==> src/hdl/ats_pkg.sv <==
// ats_pkg: shared types and constants for the alarm tone sequencer
// holds register indexes, item kinds, the register set and result structs
// no dependencies
package ats_pkg;

   localparam int unsigned CSR_ADDR_W = 5;
   localparam int unsigned CSR_DATA_W = 32;

   // settle time of the stop button in ticks, and the drive level of a tone
   localparam logic [15:0] DEBOUNCE_MS = 16'd50;
   localparam logic [7:0]  DUTY        = 8'd128;

   localparam logic [15:0] RST_BASE_HZ       = 16'd1000;
   localparam logic [15:0] RST_TOP_HZ        = 16'd3000;
   localparam logic [15:0] RST_SWEEP_STEP_HZ = 16'd100;
   localparam logic [15:0] RST_BEEP_HZ       = 16'd2500;
   localparam logic [15:0] RST_SWEEP_STEP_MS = 16'd20;
   localparam logic [15:0] RST_BEEP_ON_MS    = 16'd200;
   localparam logic [15:0] RST_BEEP_OFF_MS   = 16'd200;
   localparam logic [5:0]  RST_BEEPS         = 6'd3;

   localparam logic [6:0] PHASE_UP   = 7'd0;
   localparam logic [6:0] PHASE_DOWN = 7'd1;
   localparam logic [6:0] PHASE_BEEP = 7'd2;

   typedef enum logic [2:0] {
      CSR_BASE_HZ       = 3'd0,
      CSR_TOP_HZ        = 3'd1,
      CSR_SWEEP_STEP_HZ = 3'd2,
      CSR_BEEP_HZ       = 3'd3,
      CSR_SWEEP_STEP_MS = 3'd4,
      CSR_BEEP_ON_MS    = 3'd5,
      CSR_BEEP_OFF_MS   = 3'd6,
      CSR_BEEPS         = 3'd7
   } csr_idx_type;

   typedef enum logic [1:0] {
      KIND_TICK  = 2'd0,
      KIND_START = 2'd1,
      KIND_STOP  = 2'd2
   } kind_type;

   typedef struct packed {
      logic [15:0] base_hz;
      logic [15:0] top_hz;
      logic [15:0] sweep_step_hz;
      logic [15:0] beep_hz;
      logic [15:0] sweep_step_ms;
      logic [15:0] beep_on_ms;
      logic [15:0] beep_off_ms;
      logic [5:0]  beeps_per_cycle;
   } cfg_type;

   typedef struct packed {
      logic        alarm_active;
      logic [15:0] reported_hz;
      logic [15:0] drive_hz;
      logic        drive_on;
      logic        button_stopped;
   } result_type;

endpackage

==> src/hdl/ats_csr.sv <==
// ats_csr: configuration register file behind the apb-style port
// depends on ats_pkg for the register indexes and the register set struct
module ats_csr (
   input  logic                             clock,
   input  logic                             reset,
   input  logic                             csr_psel,
   input  logic                             csr_penable,
   input  logic                             csr_pwrite,
   input  logic [ats_pkg::CSR_ADDR_W-1:0]   csr_paddr,
   input  logic [ats_pkg::CSR_DATA_W-1:0]   csr_pwdata,
   output logic [ats_pkg::CSR_DATA_W-1:0]   csr_prdata,
   output ats_pkg::cfg_type                 cfg
);
   import ats_pkg::*;

   cfg_type     cfg_ff;
   cfg_type     cfg_in;
   csr_idx_type idx;
   logic        wr_en;

   assign idx   = csr_idx_type'(csr_paddr[CSR_ADDR_W-1:2]);
   assign wr_en = csr_psel && csr_penable && csr_pwrite;

   always_comb begin
      cfg_in = cfg_ff;
      if (wr_en) begin
         unique case (idx)
            CSR_BASE_HZ:       cfg_in.base_hz         = csr_pwdata[15:0];
            CSR_TOP_HZ:        cfg_in.top_hz          = csr_pwdata[15:0];
            CSR_SWEEP_STEP_HZ: cfg_in.sweep_step_hz   = csr_pwdata[15:0];
            CSR_BEEP_HZ:       cfg_in.beep_hz         = csr_pwdata[15:0];
            CSR_SWEEP_STEP_MS: cfg_in.sweep_step_ms   = csr_pwdata[15:0];
            CSR_BEEP_ON_MS:    cfg_in.beep_on_ms      = csr_pwdata[15:0];
            CSR_BEEP_OFF_MS:   cfg_in.beep_off_ms     = csr_pwdata[15:0];
            CSR_BEEPS:         cfg_in.beeps_per_cycle = csr_pwdata[5:0];
         endcase
      end
   end

   always_comb begin
      csr_prdata = '0;
      unique case (idx)
         CSR_BASE_HZ:       csr_prdata[15:0] = cfg_ff.base_hz;
         CSR_TOP_HZ:        csr_prdata[15:0] = cfg_ff.top_hz;
         CSR_SWEEP_STEP_HZ: csr_prdata[15:0] = cfg_ff.sweep_step_hz;
         CSR_BEEP_HZ:       csr_prdata[15:0] = cfg_ff.beep_hz;
         CSR_SWEEP_STEP_MS: csr_prdata[15:0] = cfg_ff.sweep_step_ms;
         CSR_BEEP_ON_MS:    csr_prdata[15:0] = cfg_ff.beep_on_ms;
         CSR_BEEP_OFF_MS:   csr_prdata[15:0] = cfg_ff.beep_off_ms;
         CSR_BEEPS:         csr_prdata[5:0]  = cfg_ff.beeps_per_cycle;
      endcase
   end

   always_ff @(posedge clock) begin
      if (reset) begin
         cfg_ff.base_hz         <= RST_BASE_HZ;
         cfg_ff.top_hz          <= RST_TOP_HZ;
         cfg_ff.sweep_step_hz   <= RST_SWEEP_STEP_HZ;
         cfg_ff.beep_hz         <= RST_BEEP_HZ;
         cfg_ff.sweep_step_ms   <= RST_SWEEP_STEP_MS;
         cfg_ff.beep_on_ms      <= RST_BEEP_ON_MS;
         cfg_ff.beep_off_ms     <= RST_BEEP_OFF_MS;
         cfg_ff.beeps_per_cycle <= RST_BEEPS;
      end else begin
         cfg_ff <= cfg_in;
      end
   end

   assign cfg = cfg_ff;

endmodule

==> src/hdl/ats_seq.sv <==
// ats_seq: sequencer state, button debounce and next-state logic for one item
// depends on ats_pkg for item kinds, phase codes, the register set and result
module ats_seq (
   input  logic                 clock,
   input  logic                 reset,
   input  logic                 step_en,
   input  logic [1:0]           kind,
   input  logic                 button_level,
   input  ats_pkg::cfg_type     cfg,
   output ats_pkg::result_type  result
);
   import ats_pkg::*;

   logic        running_ff,        running_in;
   logic [6:0]  phase_ff,          phase_in;
   logic [15:0] seq_hz_ff,         seq_hz_in;
   logic [5:0]  beeps_done_ff,     beeps_done_in;
   logic [15:0] step_elapsed_ff,   step_elapsed_in;
   logic [15:0] settle_elapsed_ff, settle_elapsed_in;
   logic        last_raw_ff,       last_raw_in;
   logic        stable_level_ff,   stable_level_in;
   logic [15:0] tone_hz_ff,        tone_hz_in;
   logic        playing_ff,        playing_in;

   logic [15:0] step_inc;
   logic [15:0] settle_inc;
   logic [15:0] settle_chk;
   logic [15:0] interval;
   logic [16:0] up_sum;
   logic [17:0] down_diff;
   logic        down_end;
   logic [5:0]  beeps_inc;
   logic        settled_low;
   logic        settled_new;
   logic        stopped;

   assign step_inc   = (step_elapsed_ff == 16'hFFFF) ? step_elapsed_ff : step_elapsed_ff + 16'd1;
   assign settle_inc = (settle_elapsed_ff == 16'hFFFF) ? settle_elapsed_ff
                                                        : settle_elapsed_ff + 16'd1;
   // a change of raw level restarts the settle time
   assign settle_chk  = (button_level != last_raw_ff) ? 16'd0 : settle_inc;
   assign settled_new = (settle_chk > DEBOUNCE_MS) && (button_level != stable_level_ff);
   assign settled_low = settled_new && !button_level;

   always_comb begin
      if (phase_ff == PHASE_UP || phase_ff == PHASE_DOWN) begin
         interval = cfg.sweep_step_ms;
      end else if (!phase_ff[0]) begin
         interval = cfg.beep_on_ms;
      end else begin
         interval = cfg.beep_off_ms;
      end
   end

   assign up_sum    = {1'b0, seq_hz_ff} + {1'b0, cfg.sweep_step_hz};
   assign down_diff = {2'b00, seq_hz_ff} - {2'b00, cfg.sweep_step_hz};
   assign down_end  = $signed(down_diff) <= $signed({2'b00, cfg.base_hz});
   assign beeps_inc = beeps_done_ff + 6'd1;

   always_comb begin
      running_in        = running_ff;
      phase_in          = phase_ff;
      seq_hz_in         = seq_hz_ff;
      beeps_done_in     = beeps_done_ff;
      step_elapsed_in   = step_elapsed_ff;
      settle_elapsed_in = settle_elapsed_ff;
      last_raw_in       = last_raw_ff;
      stable_level_in   = stable_level_ff;
      tone_hz_in        = tone_hz_ff;
      playing_in        = playing_ff;
      stopped           = 1'b0;
      unique case (kind)
         KIND_TICK: begin
            step_elapsed_in   = step_inc;
            settle_elapsed_in = settle_inc;
            if (running_ff) begin
               settle_elapsed_in = settle_chk;
               last_raw_in       = button_level;
               if (settled_new) begin
                  stable_level_in = button_level;
               end
               if (settled_low) begin
                  stopped       = 1'b1;
                  running_in    = 1'b0;
                  phase_in      = PHASE_UP;
                  seq_hz_in     = '0;
                  beeps_done_in = '0;
                  tone_hz_in    = '0;
                  playing_in    = 1'b0;
               end else if (step_inc >= interval) begin
                  step_elapsed_in = '0;
                  priority if (phase_ff == PHASE_UP) begin
                     if (up_sum >= {1'b0, cfg.top_hz}) begin
                        seq_hz_in = cfg.top_hz;
                        phase_in  = PHASE_DOWN;
                     end else begin
                        seq_hz_in = up_sum[15:0];
                     end
                     tone_hz_in = seq_hz_in;
                     playing_in = 1'b1;
                  end else if (phase_ff == PHASE_DOWN) begin
                     if (down_end) begin
                        seq_hz_in     = cfg.base_hz;
                        phase_in      = PHASE_BEEP;
                        beeps_done_in = '0;
                     end else begin
                        seq_hz_in = down_diff[15:0];
                     end
                     tone_hz_in = seq_hz_in;
                     playing_in = 1'b1;
                  end else if (!phase_ff[0]) begin
                     seq_hz_in  = cfg.beep_hz;
                     tone_hz_in = cfg.beep_hz;
                     playing_in = 1'b1;
                     phase_in   = phase_ff + 7'd1;
                  end else begin
                     tone_hz_in = '0;
                     playing_in = 1'b0;
                     // last beep done: back to a silent sweep start
                     if (beeps_inc >= cfg.beeps_per_cycle || beeps_inc == '0) begin
                        phase_in      = PHASE_UP;
                        seq_hz_in     = cfg.base_hz;
                        beeps_done_in = '0;
                     end else begin
                        beeps_done_in = beeps_inc;
                        phase_in      = phase_ff + 7'd1;
                     end
                  end
               end
            end
         end
         KIND_START: begin
            running_in      = 1'b1;
            step_elapsed_in = '0;
            phase_in        = PHASE_UP;
            beeps_done_in   = '0;
            seq_hz_in       = cfg.base_hz;
            tone_hz_in      = cfg.base_hz;
            playing_in      = 1'b1;
         end
         KIND_STOP: begin
            running_in    = 1'b0;
            phase_in      = PHASE_UP;
            seq_hz_in     = '0;
            beeps_done_in = '0;
            tone_hz_in    = '0;
            playing_in    = 1'b0;
         end
         default: begin
         end
      endcase
   end

   always_ff @(posedge clock) begin
      if (reset) begin
         running_ff        <= 1'b0;
         phase_ff          <= PHASE_UP;
         seq_hz_ff         <= '0;
         beeps_done_ff     <= '0;
         step_elapsed_ff   <= '0;
         settle_elapsed_ff <= '0;
         last_raw_ff       <= 1'b1;
         stable_level_ff   <= 1'b1;
         tone_hz_ff        <= '0;
         playing_ff        <= 1'b0;
      end else if (step_en) begin
         running_ff        <= running_in;
         phase_ff          <= phase_in;
         seq_hz_ff         <= seq_hz_in;
         beeps_done_ff     <= beeps_done_in;
         step_elapsed_ff   <= step_elapsed_in;
         settle_elapsed_ff <= settle_elapsed_in;
         last_raw_ff       <= last_raw_in;
         stable_level_ff   <= stable_level_in;
         tone_hz_ff        <= tone_hz_in;
         playing_ff        <= playing_in;
      end
   end

   assign result.alarm_active   = running_in;
   assign result.reported_hz    = seq_hz_in;
   assign result.drive_hz       = tone_hz_in;
   assign result.drive_on       = playing_in && (DUTY != 8'd0);
   assign result.button_stopped = stopped;

endmodule

==> src/hdl/alarm_tone_sequencer.sv <==
// alarm_tone_sequencer: top level, item handshake and result register
// depends on ats_pkg, ats_csr and ats_seq
//
//   port group   direction  moves
//   req_*        in         one event item: tick, start or stop
//   rsp_*        out        one status item per event item
//   csr_*        in/out     apb-style access to the eight config registers
//
// state is updated and the result register loaded at the edge that accepts
// an item, so a new item can enter every cycle while req_ready is high
// the result appears on rsp_* in the cycle after acceptance
// req_ready drops only while a result waits in the result register and
// rsp_ready is low; reset is synchronous, with no clearing pass
module alarm_tone_sequencer (
   input  logic                             clock,
   input  logic                             reset,
   input  logic                             req_valid,
   output logic                             req_ready,
   input  logic [1:0]                       req_kind,
   input  logic                             req_button_level,
   output logic                             rsp_valid,
   input  logic                             rsp_ready,
   output logic                             rsp_alarm_active,
   output logic [15:0]                      rsp_reported_hz,
   output logic [15:0]                      rsp_drive_hz,
   output logic                             rsp_drive_on,
   output logic                             rsp_button_stopped,
   input  logic                             csr_psel,
   input  logic                             csr_penable,
   input  logic                             csr_pwrite,
   input  logic [ats_pkg::CSR_ADDR_W-1:0]   csr_paddr,
   input  logic [ats_pkg::CSR_DATA_W-1:0]   csr_pwdata,
   output logic [ats_pkg::CSR_DATA_W-1:0]   csr_prdata,
   output logic                             csr_pready
);
   import ats_pkg::*;

   cfg_type    cfg;
   result_type result;
   result_type rsp_ff;
   logic       rsp_valid_ff;
   logic       accept;

   assign req_ready  = !rsp_valid_ff || rsp_ready;
   assign accept     = req_valid && req_ready;
   assign csr_pready = 1'b1;

   ats_csr u_csr (
      .clock       (clock),
      .reset       (reset),
      .csr_psel    (csr_psel),
      .csr_penable (csr_penable),
      .csr_pwrite  (csr_pwrite),
      .csr_paddr   (csr_paddr),
      .csr_pwdata  (csr_pwdata),
      .csr_prdata  (csr_prdata),
      .cfg         (cfg)
   );

   ats_seq u_seq (
      .clock        (clock),
      .reset        (reset),
      .step_en      (accept),
      .kind         (req_kind),
      .button_level (req_button_level),
      .cfg          (cfg),
      .result       (result)
   );

   always_ff @(posedge clock) begin
      if (reset) begin
         rsp_valid_ff <= 1'b0;
      end else if (accept) begin
         rsp_valid_ff <= 1'b1;
      end else if (rsp_ready) begin
         rsp_valid_ff <= 1'b0;
      end
   end

   always_ff @(posedge clock) begin
      if (accept) begin
         rsp_ff <= result;
      end
   end

   assign rsp_valid          = rsp_valid_ff;
   assign rsp_alarm_active   = rsp_ff.alarm_active;
   assign rsp_reported_hz    = rsp_ff.reported_hz;
   assign rsp_drive_hz       = rsp_ff.drive_hz;
   assign rsp_drive_on       = rsp_ff.drive_on;
   assign rsp_button_stopped = rsp_ff.button_stopped;

endmodule

==> config.mk <==
export PLATFORM = sky130hd
export DESIGN_NAME = alarm_tone_sequencer
export DESIGN_NICKNAME = d
export VERILOG_FILES = /design/src/hdl/ats_pkg.sv /design/src/hdl/ats_csr.sv /design/src/hdl/ats_seq.sv /design/src/hdl/alarm_tone_sequencer.sv
export SDC_FILE = /design/constraint.sdc
export NUM_CORES = 1
export LEC_CHECK = 0
export BUFFER_PORTS_ARGS = -buffer_cell sky130_fd_sc_hd__buf_2
export CAP_MARGIN = 25
export CORE_MARGIN = 2
export CORE_UTILIZATION = 39
export DETAILED_ROUTE_END_ITERATION = 10
export GPL_TIMING_DRIVEN = 0
export PLACE_DENSITY = 0.66
export SYNTH_ARGS = -nofsm -noshare
export SYNTH_HDL_FRONTEND = slang
export SYNTH_SLANG_ARGS = --single-unit
export TNS_END_PERCENT = 20
==> constraint.sdc <==
create_clock -name clock -period 12.95 [get_ports clock]
set_input_delay 3.885 -clock clock [delete_from_list [all_inputs] [get_ports clock]]
set_output_delay 3.885 -clock clock [all_outputs]
set_load 0.01 [all_outputs]
# ---- Word level (Yosys, flattened, before mapping)
# Cells that the tools add are included.
dict set report totals {
  ff_bits 235
  out_inout_bits 70
}
dict set report classes {
  addsub 6
  magnitude_cmp 5
  eq_ne 21
  mux 61
  n_reduce_logical 33
}
# operator count
set op_table {}
lappend op_table {{two-way mux 16 bit} 24}
lappend op_table {{one-hot mux 16 bit (3 select lines)} 2}
lappend op_table {{one-hot mux 10 bit (7 select lines)} 1}
lappend op_table {{two-way mux 7 bit} 9}
lappend op_table {{two-way mux 6 bit} 8}
lappend op_table {{one-hot mux 6 bit (8 select lines)} 1}
lappend op_table {{adder 16 x 1 -> 16 bit (second input constant)} 2}
lappend op_table {{equality test 16 bit (second input constant)} 2}
lappend op_table {{one-hot mux 16 bit (2 select lines)} 1}
lappend op_table {{AND reduction 2 bit} 11}
lappend op_table {{less-or-equal comparator 18 x 17 -> 1 bit} 1}
lappend op_table {{adder 16 x 16 -> 17 bit} 1}
lappend op_table {{greater-or-equal comparator 17 x 16 -> 1 bit} 1}
lappend op_table {{subtractor 16 x 16 -> 17 bit} 1}
lappend op_table {{greater-or-equal comparator 16 bit} 1}
lappend op_table {{greater-than comparator 16 x 6 -> 1 bit (second input constant)} 1}
lappend op_table {{one-hot mux 7 bit (2 select lines)} 1}
lappend op_table {{equality test 3 bit (second input constant)} 4}
lappend op_table {{one-hot mux 6 bit (2 select lines)} 1}
lappend op_table {{two-way mux 1 bit} 11}
lappend op_table {{adder 7 x 1 -> 7 bit (second input constant)} 1}
lappend op_table {{equality test 7 x 1 -> 1 bit (second input constant)} 1}
lappend op_table {{zero test 7 bit} 1}
lappend op_table {{AND reduction 7 bit} 1}
lappend op_table {{26 further kinds} 38}

# ---- Longest topological paths before layout
dict set report depth {
  word_depth 11
  ltp_mapped 23
}

# ---- By module
# From an unflattened synthesis, not the netlist that was laid out.
dict set report unflattened {
  cells_unflattened 2069
  hier_area_um2 16866.2
}
# module n_inst cells_each area_each_um2
set modules_own_cells {}
lappend modules_own_cells {ats_seq 1 1397 9933.3}
lappend modules_own_cells {ats_csr 1 630 5815.6}
lappend modules_own_cells {alarm_tone_sequencer 1 42 1117.3}

# ---- Least setup slack after synthesis
# Ideal clock, no wire load.
dict set report synth_path {
  path_type {input to output}
  startpoint {input csr_paddr[2] (netlist bit)}
  endpoint {output csr_prdata[2] (netlist bit)}
  arrival_ns 5.518
  t_required_ns 9.065
  path_slack_ns 3.547
  path_stages 7
  n_path_buf 3
  path_cell_list {clkbuf_1 -> clkbuf_1 -> buf_1 -> mux2i_1 -> o22ai_1 -> o21ai_0 -> o21ai_0}
}
dict set report synth_via {
  elab_chain_cells 2
}
# element line_no
set synth_rtl {}
lappend synth_rtl {{start: declaration} alarm_tone_sequencer.sv:31} ;# input logic [ats_pkg::CSR_ADDR_W-1:0] csr_paddr,
lappend synth_rtl {{equality test 3 bit (tied with other cells)} ats_csr.sv:42} ;# unique case (idx)
lappend synth_rtl {{one-hot mux 6 bit (8 select lines) (*)} ats_csr.sv:42}
lappend synth_rtl {{end: declaration} alarm_tone_sequencer.sv:33} ;# output logic [ats_pkg::CSR_DATA_W-1:0] csr_prdata,
# Mark *: on every way between the ends. The rest lies on a longest branch, timed or not.

# ---- Final worst setup path
# Ends and elaborated chain as after synthesis.

==> results.py <==
metrics = {
    "placement": {
        "place_inst": 2671,
        "dpl_worst_slack_ps": 2330,
        "place_congestion": 0.979,
        "io_buffers": 74,
        "hpwl_mm": 48.3,
    },
    "pwr": {
        "p_int_mw": 1.31,
        "pwr-share-comb": 0.161,
        "power_density_nw_per_um2": 103,
        "power.switching_uw": 546,
        "vdd_drop_max_uv": 100,
        "pwr-share-seq": 0.415,
        "switching_share": 0.294,
        "p_leak_nw": 6.86,
        "power_mw": 1.86,
        "p_clk_frac": 0.424,
    },
    "synth": {
        "yosys.area.top_type_share": 0.251,
        "synthArstFlopShare": 0,
        "synth_edf_count": 35,
        "synth.area.top_cells": "dfxtp_1 (25%), nand2_1 (8.3%), ha_1 (7.5%)",
        "synth_area_sq_um": 16000,
        "netlist_instances": 2049,
        "synth_top_cell_by_area": "dfxtp_1",
        "postSynthAreaPerCell_sq_um": 7.79,
        "ys.flop_type": "dfxtp_1",
        "synth-seq-cells": 235,
        "synth-seq-area-share": 0.317,
        "yosys_warnings": 0,
        "synth_cell_types": 102,
    },
    "worst_setup_path": {
        "crit_type": "in2out",
        "end_kind": "primary output",
        "crit_buf_inv": 5,
        "critPathLaunchType": "primary input",
        "cp_max_fo": 10,
        "path_cells": "buf_2 -> clkbuf_1 -> clkbuf_1 -> buf_1 -> mux2i_1 -> o22ai_1 -> o21ai_0 -> o21ai_0 -> buf_2",
        "critical_path_arrival_ps": 6900,
        "cpMaxStageDelayCell": "clkbuf_1",
        "critical_path_required_ps": 9060,
        "crit_family": "buffers and inverters",
        "slowest_delay_ps": 730,
    },
    "timing": {
        "fin_ws_ps": 2170,
        "hold_viol": 0,
        "post-route-period-util": 0.833,
        "rsz0062_at_grt": "false",
        "fin_crit_ps": 10780,
        "drv_slew": 0,
        "fmax_mhz": 92.7,
        "setup_violations": 0,
        "slew-limit-headroom": 0.332,
        "fin_worst_skew_ps": 29.8,
        "worst_pin_slew_ps": 1000,
        "timing.setup.tns_ps": 0,
    },
    "finish": {
        "syn_to_final_growth_pct": 12.7,
        "fin_nets": 2314,
        "final_cells": 2722,
        "layout_commonest_cell": "nand2_1",
        "fillers": 4110,
        "layout-drive-gt1-share": 0.106,
        "mostFrequentLayoutCells": "nand2_1 (351), a21oi_1 (215), dfxtp_1 (200)",
    },
    "route": {
        "via_count": 16500,
        "dr.pass1.iters": 6,
        "drtIter0Drc": 2118,
        "routedWlPerCell_um": 22.7,
        "via_per_inst": 6.05,
        "drc": 0,
        "antenna_left": 0,
        "routed_wirelength_mm": 61.8,
    },
    "die": {
        "row_count": 74,
        "die_area_sq_um": 42500,
        "die_y_um": 206,
        "ios": 117,
        "coreArea_sq_um": 40600,
        "start_util": 0.393,
        "die_x_um": 206,
    },
    "job": {
        "max-cap-violations": 0,
    },
    "clock_tree": {
        "cts.path.max_buffers": 3,
        "cts_setup_buffers": 0,
        "cts_tree": "built",
        "cts_buffers": 28,
        "cts_resized": 0,
        "clock_latency_ps": 580,
        "ctsHtreeMaxLevel": 1,
        "clock_tree.root_cell": "clkbuf_16",
        "postCtsHoldBufs": 0,
        "numClockSinks": 235,
        "path_clk_slew_ps": 60,
    },
    "grt": {
        "track_usage": 0.285,
        "grt_pass1_vias": 15000,
        "gr-total-overflow": 0,
        "grt_antenna_before_repair": 0,
        "grt_first_pass_wirelength_mm": 92.1,
        "grt_max_degree": 31,
    },
    "status": {
        "status": "completed",
    },
    "worst_hold_path": {
        "worstHoldPathType": "reg2reg",
    },
}
synth_stat cells (8+ instances only):
library cell  count
inv_1            99
nand2_1         351
clkbuf_1         92
dfxtp_1         200
mux2_2           17
or3_1            16
ha_1             95
edfxtp_1         35
a21o_1           21
o221ai_1         13
xor2_1           11
a22oi_1          33
nand2b_1         14
mux2i_1          52
buf_4            21
buf_2            18
nor4_1           10
a21oi_1         215
nor2_1          141
a221oi_1          8
a31oi_1          24
a211oi_1         16
nor3_1           32
o211ai_1         45
nor2b_1          19
o21ai_0         119
o21a_1           11
xnor2_1          30
a311oi_1         10
and3_1           17
o31ai_1          15
nand4_1          20
nand3_1          54
per-layer routing:
metal	global-route usage	routed length, um
met1	0.392	26000
met2	0.450	27000
met3	0.0389	6010
met4	0.118	2830
met5	0	0
flip-flops by register name (all words and copies together) (netlist names):
signal / count
u_seq.step_elapsed_ff: 16
u_seq.running_ff: 1
u_seq.beeps_done_ff: 6
rsp_valid: 1
u_seq.phase_ff: 7
rsp_reported_hz: 16
u_csr.cfg: 118
u_seq.stable_level_ff: 1
rsp_alarm_active: 1
u_seq.seq_hz_ff: 16
u_seq.tone_hz_ff: 16
rsp_drive_on: 1
u_seq.last_raw_ff: 1
u_seq.playing_ff: 1
u_seq.settle_elapsed_ff: 16
rsp_drive_hz: 16
rsp_button_stopped: 1
power groups by stage:
stage          combinational, mW  sequential [mW]  clock (mW)
2_1_floorplan              0.183            0.785           0
3_3_place_gp               0.286            0.787           0
3_5_place_dp               0.290            0.787           0
4_1_cts                    0.291            0.771       0.792
5_1_grt                    0.319            0.773       0.815
6_report                   0.299            0.772       0.789
cell families after synthesis:
| kind of cell | synth area share |
|---|---|
| flip-flops | 0.317 |
| adder cells (fa/ha/maj) | 0.0770 |
| AND/OR/NAND/NOR | 0.206 |
| other | 0.000471 |
| XOR/XNOR | 0.0235 |
| AO/OA/AOI/OAI | 0.256 |
| buffers and inverters | 0.0650 |
| multiplexers | 0.0545 |
path summary, 6_finish.rpt:
kind	from	to	slack [ps]	depth (start not counted)
setup / recovery	csr_paddr[2]	csr_prdata[2]	2170	9
hold reg to reg	u_seq.tone_hz_ff[9]	u_seq.tone_hz_ff[9]	460	2
setup reg to reg	u_seq.phase_ff[0]	rsp_drive_hz[1]	6480	20
hold / removal	u_seq.tone_hz_ff[9]	u_seq.tone_hz_ff[9]	460	2
area by class of cell:
type	count	area, sq um	area share
inverters	103	387	0.0215
diodes	1	2.50	0.000139
flip-flops and latches	235	5050	0.281
well taps	532	666	0.0370
clock buffers	37	786	0.0437
clock inverters	12	114	0.00633
plain buffers	144	652	0.0363
multi-input cells	1582	9920	0.552
repair buffers	76	398	0.0221
worst register-to-register path, stage by stage (launching register included):
cell	delay, ps
dfxtp_1	390
clkbuf_1	390
clkinv_1	380
ha_1	340
and3_1	200
nor2_1	150
clkbuf_1	630
clkbuf_1	460
o21ai_0	300
ha_1	380
nand4_1	110
nor2_1	250
o41ai_1	130
a21oi_1	190
a21o_1	150
buf_2	350
nand2_1	290
a311oi_1	470
a21boi_0	240
o32a_1	220
o21ai_0	140
metrics by stage:
step | hold WS [ps] | util | instance area (sq um)
after floorplan | 436 | - | 16000
after global placement | 444 | 0.419 | 17000
after detailed placement | 454 | 0.420 | 17100
after CTS | 462 | 0.442 | 18000
after global routing | 484 | 0.442 | 18000
final | 457 | 0.442 | 18000
Power figures use the tool's default switching activity.
